File: src/rtl/apt_pkg.sv
// Shared constants, command codes and handshake types for the affine point transform.
// No dependencies; every other file refers to it by scoped names.
`default_nettype none

package apt_pkg;

  localparam int unsigned DATA_WIDTH_DEF = 32;
  localparam int unsigned FRAC_BITS_DEF  = 16;

  localparam int unsigned FIELD_W  = 32;
  localparam int unsigned CMD_W    = 2;
  localparam int unsigned IDX_W    = 4;
  localparam int unsigned MAT_DIM  = 4;
  localparam int unsigned N_ENTRY  = MAT_DIM * MAT_DIM;
  localparam int unsigned N_LANES  = 3;
  localparam int unsigned TRANS_ROW = 3;

  typedef enum logic [CMD_W-1:0] {
    CMD_WRITE = 2'd0,
    CMD_POINT = 2'd1,
    CMD_DIR   = 2'd2,
    CMD_IDENT = 2'd3
  } cmd_e;

  typedef struct packed {
    logic s1_valid;
    logic out_ready;
  } pipe_ctl_t;

endpackage

`default_nettype wire

File: src/rtl/apt_merge.sv
// Output register: gathers the lane results into one word, ORs the clip flags and
// runs the output handshake. Depends on apt_pkg.
`default_nettype none

module apt_merge #(
  parameter int unsigned DATA_WIDTH = apt_pkg::DATA_WIDTH_DEF
) (
  input  wire logic                          clk_i,
  input  wire logic                          rst_ni,
  input  wire apt_pkg::pipe_ctl_t            ctl_i,
  input  wire logic signed [DATA_WIDTH-1:0]  res_i  [apt_pkg::N_LANES],
  input  wire logic                          clip_i [apt_pkg::N_LANES],
  output logic                               take_o,
  output logic                               valid_o,
  output logic signed [apt_pkg::FIELD_W-1:0] comp_o [apt_pkg::N_LANES],
  output logic                               sat_o
);

  logic                               valid_q, valid_d;
  logic signed [63:0]                 ext    [apt_pkg::N_LANES];
  logic signed [apt_pkg::FIELD_W-1:0] comp_q [apt_pkg::N_LANES];
  logic signed [apt_pkg::FIELD_W-1:0] comp_d [apt_pkg::N_LANES];
  logic                               sat_q, sat_d;

  assign take_o = !valid_q || ctl_i.out_ready;

  always_comb begin
    valid_d = take_o ? ctl_i.s1_valid : valid_q;
    sat_d   = 1'b0;
    for (int l = 0; l < apt_pkg::N_LANES; l++) begin
      ext[l]    = 64'(res_i[l]);
      comp_d[l] = ext[l][apt_pkg::FIELD_W-1:0];
      sat_d     = sat_d | clip_i[l];
    end
  end

  always_ff @(posedge clk_i or negedge rst_ni) begin
    if (!rst_ni) begin
      valid_q <= 1'b0;
    end else begin
      valid_q <= valid_d;
    end
  end

  // hold the word while the sink stalls
  always_ff @(posedge clk_i) begin
    if (take_o && ctl_i.s1_valid) begin
      comp_q <= comp_d;
      sat_q  <= sat_d;
    end
  end

  assign valid_o = valid_q;
  assign comp_o  = comp_q;
  assign sat_o   = sat_q;

endmodule

`default_nettype wire

File: config.mk
export PLATFORM = sky130hd
export DESIGN_NAME = apt_merge
export DESIGN_NICKNAME = d
export VERILOG_FILES = /design/src/rtl/apt_pkg.sv /design/src/rtl/apt_merge.sv
export SDC_FILE = /design/constraint.sdc
export NUM_CORES = 1
export LEC_CHECK = 0
export BUFFER_PORTS_ARGS = -buffer_cell sky130_fd_sc_hd__buf_4
export CAP_MARGIN = 20
export CORE_UTILIZATION = 37
export DETAILED_ROUTE_END_ITERATION = 8
export HOLD_SLACK_MARGIN = 0.08
export PLACE_DENSITY = 0.86
export SLEW_MARGIN = 20
export SYNTH_ARGS = -nofsm -noshare
export SYNTH_HDL_FRONTEND = slang
export SYNTH_SLANG_ARGS = --single-unit
File: constraint.sdc
create_clock -name clk_i -period 3 [get_ports clk_i]
set_input_delay 0.6 -clock clk_i [delete_from_list [all_inputs] [get_ports clk_i]]
set_output_delay 0.6 -clock clk_i [all_outputs]
set_load 0.01 [all_outputs]
# == Word level (Yosys, flattened, before mapping) ==
# Cells that the tools add are included.
# classes
n_reduce_logical,3
bitwise_logic,2
# ops
cell,count
$or A1 B1 Y1,2
$logic_and A1 B1 Y1,1
$logic_not A1 Y1,1
$logic_or A1 B1 Y1,1
# word_totals
word_cells,10
register_bits,98
input_bits,103
output_inout_bits,99

# == Depth between registers and ports, before layout ==
# Gate-level depths: netlist of the first run.
# logic_depth
depth_word,3
mapped_depth,2
depth_no_buf,2

# == Worst setup path after synthesis of the first run ==
# No wires, ideal clock.
# synth_path
kind,input to register
start,input port ctl_i[0] (netlist name)
end,"register comp_q, in the netlist comp_o[0] (enable)"
path_buffers,0
path_stages,2
arrival_time_ns,2.987
required_time_ns,2.534
setup_ns,0.466
setup_slack_ns,-0.454
cell_sequence,nand2b_4 -> and2_1
# synth_via
elab_chain_cells,2
# synth_rtl
element,line,text
start: declaration,apt_merge.sv:10,"input wire apt_pkg::pipe_ctl_t ctl_i,"
$logic_or A1 B1 Y1,apt_merge.sv:25,assign take_o = !valid_q || ctl_i.out_ready;
$logic_and A1 B1 Y1,apt_merge.sv:47,if (take_o && ctl_i.s1_valid) begin
end signal: assignment,apt_merge.sv:48,comp_q <= comp_d;
end: declaration,apt_merge.sv:21,logic signed [apt_pkg::FIELD_W-1:0] comp_q [apt_pkg::N_LANES];
# No other way between the ends.
# A chain may end at the register's enable or synchronous reset.

# == Worst setup path after layout of the first run ==
# layout_path
start,register valid_q (netlist: valid_o)
end,"register comp_q, in the netlist comp_o[33] (enable)"
# layout_via
elab_chain_cells,3
# layout_rtl
element,line,text
start: declaration,apt_merge.sv:19,"logic valid_q, valid_d;"
start signal: assignment,apt_merge.sv:41,valid_q <= valid_d;
$logic_not A1 Y1,apt_merge.sv:25,
$logic_or A1 B1 Y1,apt_merge.sv:25,
$logic_and A1 B1 Y1,apt_merge.sv:47,
# No other way between the ends.

==> impl_metrics.csv, run 1 <==
group,metric,value,unit
pwr,max-vdd-ir-drop,0.391,mV
cts,cts_repair_resized_insts,0,
sta,remaining_max_slew_budget_at_the_tightest_pin,68.6,%
detailed_routing,routed_wirelength,6.73,mm
sta,post-route-worst-setup-slack,1.38,ns
floorplanning,dieWidth,91.6,um
sta,grt_setup_unrepaired,"no",
synth,synth.lib_cells_used.distinct,6,
floorplanning,std_cell_rows,32,
global_routing,antenna_found_initial,0,
finish,fin_cells,424,
pwr,clock_power_share,32.1,%
sta,tightest_slew,0.472,ns
synth,synthesis.area_per_instance,29.1,sq um
synth,part_of_the_yosys_area_used_for_sequential_elements,98.9,%
sta,final_cycle_utilization_of_the_critical_path,53.9,%
critical_path,startpoint_type,"flop",
critical_path,cp_data_arrival_time,1.64,ns
sta,tns,0,ns
finish,area.growth.synth_to_final,63.8,%
critical_path,ff2ff_setup_slack,1.38,ns
global_routing,grt_first_pass_wirelength,9.43,mm
synth,mappedNetlistArea,2970,sq um
cts,cts_max_path_buffers,2,
critical_path,worstPathRequired,3.03,ns
floorplanning,die_height,91.6,um
floorplanning,start_util,38.4,%
detailed_routing,route.detailed.drc,0,
floorplanning,design.die.area,8390,sq um
critical_path,path_max_fanout,47,
global_routing,grt_pass1_vias,1881,
place,total_cell_area_at_the_placement_stage,4640,sq um
pwr,cellInternalPower,2230,uW
cts,cts-htree-levels,3,
sta,hold_violations,0,
floorplanning,top_level_ports,202,
finish,fin_util,63.0,%
synth,post_synth_net_total,205,
critical_path,setup_cp_type,"reg2reg",
detailed_routing,route.vias.total,1816,
pwr,power.static_leakage,0.00204,uW
pwr,power_switching,573,uW
detailed_routing,detail_route.wl_per_cell,15.9,um
place,globalplace.congestion,0.691,
global_routing,pin_count_of_the_biggest_net_entering_global_routing,48,
finish,final_cell_area,4860,sq um
cts,cts-buffers-inserted,9,
pwr,power.density_cell_area,577,nW/um^2
place,port_buffers,201,
cts,clock_latency,0.35,ns
sta,final-setup-viol-count,0,
pwr,power.sequential.fraction,57.5,%
cts,clk_root_buffer_cell,"clkbuf_8",
synth,post_synth_inst_count,102,
pwr,comb_power_share,10.4,%
synth,synthesis_stage_register_bit_count,98,
detailed_routing,avgViaCountPerCell,4.28,
run,cap_violations,0,
cts,clock_sink_count,98,
pwr,power_switching_share,20.4,%
place,place_ws,1.06,ns
sta,layout_min_cycle_time,1.62,ns
place,placed_cells_incl_taps,407,
cts,tritoncts,"yes",
detailed_routing,initial_drt_pass_iterations,4,
detailed_routing,initialDrtViolationCount,55,
finish,post_route_cells_drive_above_1_share,68.3,%
status,status,"completed",
finish,ant_diodes,0,
cts,clk_pin_slew,0.10,ns
critical_path,setup.worst_path.end_class,"flop",
sta,max_slew_violation_count,0,
floorplanning,core_region_area,7730,sq um
min_path,min-delay-path-class,"in2reg",
global_routing,grt_overflow_total,0,
sta,finClkSkew,0.0107,ns
synth,yosys_warn_count,0,
detailed_routing,postRouteAntennaNets,0,
finish,finalNetCount,420,
global_routing,grt_usage,15.6,%
sta,max_freq,0.619,GHz
finish,filler_cell_count,563,
## final timing paths
kind,to,start,cells after the start
max,comp_o[33]$_DFFE_PP_,valid_o$_DFFE_PN0P_,3
max reg2reg,comp_o[33]$_DFFE_PP_,valid_o$_DFFE_PN0P_,3
max in group asynchronous,valid_o$_DFFE_PN0P_,rst_ni,2
min reg2reg,valid_o$_DFFE_PN0P_,valid_o$_DFFE_PN0P_,2
min in group asynchronous,valid_o$_DFFE_PN0P_,rst_ni,2
min,comp_o[1]$_DFFE_PP_,res_i[1],1
## cell type report
cell class | count | area, sq um | area share, %
clock buffers | 9 | 124 | 2.55
clock inverters | 7 | 93.8 | 1.93
multi-input cells | 4 | 35.0 | 0.720
flip-flops and latches | 98 | 2940 | 60.4
well taps | 102 | 128 | 2.62
repair buffers | 204 | 1550 | 31.8
## metal layers
metal / share of wire, % / up-vias / wire (um) / global-route usage [%]
met5: 0 / - / 0 / 0
met4: 2.5 / 0 / 170 / 8.73
met3: 9.3 / 15 / 627 / 5.53
met2: 51 / 130 / 3440 / 26.0
met1: 37 / 832 / 2490 / 17.4
li1: - / 839 / - / -
## cells in the final DEF (no fill, tap or decap)
cell             n
buf_4          202
edfxtp_1        97
clkbuf_8         9
bufinv_16        2
clkinv_4         2
or3_1            1
nand2b_4         1
nand2b_1         1
and2_4           1
clkinv_1         1
clkinvlp_4       1
clkinv_2         1
dlygate4sd3_1    1
buf_12           1
dfrtp_1          1
## power groups by stage
stage | clock network, uW | logic, uW | registers, uW
2_1_floorplan | 0 | 27.6 | 1690
3_3_place_gp | 0 | 287 | 1650
3_5_place_dp | 0 | 295 | 1650
4_1_cts | 923 | 296 | 1620
5_1_grt | 972 | 309 | 1620
6_report | 901 | 291 | 1620
## state kept, by name, summed over array words and instances, names as in the netlist
name     flops
comp_o      96
sat_o        1
valid_o      1
## repair_timing
item,CTS,global route
endpoints found under the hold margin,1,0
buffers inserted,0,0
hold buffers,1,0
## worst max-delay path: stages, from the launching register on
cell and delay [ns]:
dfrtp_1 0.42, nand2b_4 0.09, and2_4 0.45, buf_12 0.31
## cell usage after synthesis
library cell | instances | area, sq um
nand2b_4 | 1 | 13.8
and2_1 | 1 | 6.26
nand2b_1 | 1 | 6.26
dfrtp_1 | 1 | 25.0
or3_1 | 1 | 6.26
edfxtp_1 | 97 | 2910
## metrics by stage
stage          hold slack, ns  total power (uW)
6_report                0.423              2810
5_1_grt                 0.395              2900
4_1_cts                 0.401              2840
3_5_place_dp            0.378              1940
3_3_place_gp            0.378              1930
2_1_floorplan           0.304              1720
## cell families after synthesis
logic type	share of synthesized area [%]
flip-flops	98.9
AND/OR/NAND/NOR	1.10
Power figures use the tool's default switching activity.
==> run 2, diff against run 1 <==
- clock period: 3 -> 1.35 ns (I/O delays scaled with it)
==> impl_metrics.csv, run 2 (same netlist as run 1, synthesis figures left out) <==
group,metric,value,unit
pwr,power.density_cell_area,1120,nW/um^2
min_path,min_from,"res_i[11]",
cts,clock_latency,0.34,ns
cts,clock_sink_count,98,
sta,tns,0,ns
critical_path,setup_cp_type,"reg2reg",
detailed_routing,initial_drt_pass_iterations,4,
cts,clk_pin_slew,0.09,ns
floorplanning,die_height,91.6,um
pwr,post-layout-total-power,6160,uW
cts,cts-buffers-inserted,9,
floorplanning,std_cell_rows,32,
pwr,max-vdd-ir-drop,0.644,mV
global_routing,pin_count_of_the_biggest_net_entering_global_routing,40,
critical_path,crit_path_max_incr_delay,0.43,ns
sta,max_slew_violation_count,0,
cts,cts_setup_buffers,0,
critical_path,path_cells,"nand2b_4 > and2_4 > buf_12",
floorplanning,dieWidth,91.6,um
detailed_routing,avgViaCountPerCell,4.19,
critical_path,worstPathRequired,1.39,ns
sta,finClkSkew,0.00659,ns
floorplanning,start_util,38.4,%
critical_path,startpoint_type,"flop",
status,status,"completed",
floorplanning,top_level_ports,202,
critical_path,crit_start,"valid_o$_DFFE_PN0P_",
finish,layout.cells.most_common,"buf_4",
global_routing,grt_usage,18.6,%
global_routing,grt_overflow_total,0,
sta,layout_min_cycle_time,1.27,ns
sta,max_freq,0.788,GHz
critical_path,highest_delay_cell_along_the_critical_path,"dfrtp_1",
detailed_routing,route.vias.total,2051,
pwr,power.static_leakage,0.00231,uW
cts,cts-htree-levels,3,
finish,filler_cell_count,480,
place,dp_hpwl,5.26,mm
finish,finalNetCount,486,
sta,tightest_slew,0.207,ns
detailed_routing,initialDrtViolationCount,62,
detailed_routing,postRouteAntennaNets,0,
min_path,min-delay-path-class,"in2reg",
sta,hold_violations,0,
global_routing,antenna_found_initial,0,
critical_path,critical_path.n_buffers_inverters,1,
place,port_buffers,201,
floorplanning,design.die.area,8390,sq um
critical_path,setup.worst_path.end_class,"flop",
global_routing,grt_first_pass_wirelength,11.1,mm
cts,clk_root_buffer_cell,"clkbuf_8",
critical_path,cp_data_arrival_time,1.30,ns
cts,cts_max_path_buffers,2,
finish,post_route_cells_drive_above_1_share,56.6,%
detailed_routing,routed_wirelength,7.63,mm
run,cap_violations,0,
sta,final-setup-viol-count,0,
place,place_ws,0.112,ns
finish,fin_cells,489,
finish,ant_diodes,0,
critical_path,path_max_fanout,39,
sta,grt_setup_unrepaired,"no",
finish,most-common-layout-cells,"buf_4 (201), edfxtp_1 (97), dlygate4sd3_1 (66)",
sta,post-route-worst-setup-slack,0.0804,ns
critical_path,worst_path_dominant_cell_family,"flip-flops",
global_routing,grt_pass1_vias,2228,
place,globalplace.congestion,0.691,
detailed_routing,route.detailed.drc,0,
critical_path,r2r_start,"valid_o$_DFFE_PN0P_",
sta,final_cycle_utilization_of_the_critical_path,94.0,%
finish,largest_register_ff_count,96,
finish,area.growth.synth_to_final,85.6,%
place,placed_cells_incl_taps,408,
floorplanning,core_region_area,7730,sq um
sta,remaining_max_slew_budget_at_the_tightest_pin,86.2,%
finish,fin_util,71.3,%
detailed_routing,detail_route.wl_per_cell,15.6,um
cts,tritoncts,"yes",
## run 2: area by class of cell
cell class,count,area [sq um],area share [%]
multi-input combinational,4,35.0,0.635
sequential,98,2940,53.3
timing repair buffer,270,2230,40.4
clock inverter,5,55.1,0.999
tap,102,128,2.32
clock buffer,10,128,2.32
## run 2: path summary, 6_finish.rpt
check                                       end  slack (ns)  cells past startpoint
max                        comp_o[94]$_DFFE_PP_        0.08                      3
min                        comp_o[11]$_DFFE_PP_        0.10                      1
max reg2reg                comp_o[94]$_DFFE_PP_        0.08                      3
min reg2reg                 valid_o$_DFFE_PN0P_        0.60                      2
max in group asynchronous   valid_o$_DFFE_PN0P_        1.03                      2
min in group asynchronous   valid_o$_DFFE_PN0P_        0.24                      2
## run 2: metrics by stage
stage               area [sq um]  hold WS (ns)
detailed placement          4670        0.0491
floorplan                   2970       -0.0256
CTS                         5500        0.0801
finish                      5510         0.103
global route                5510        0.0813
global placement            4670        0.0449
## run 2: what timing repair did
item                                   in CTS  in global routing
endpoints found under the hold margin      65                  1
hold buffers                               65                  1
resized for setup                           0                  0
## run 2: worst reg2reg max path, stage by stage, from the launching register on
cell and delay, ns:
dfrtp_1 0.43, nand2b_4 0.10, and2_4 0.19, buf_12 0.23
## run 2: metal layers
metal,vias to the layer above,routed length [um],track usage (%)
li1,969,-,-
met3,16,656,5.11
met4,0,172,9.92
met2,131,4090,33.1
met1,935,2710,19.9
met5,-,0,0
## run 2: power by group
part           internal, uW  leakage [uW]  switching, uW
clock                   845     0.0000902            908
combinational           519       0.00128            301
sequential             3540      0.000933           49.7
total                  4910       0.00231           1260
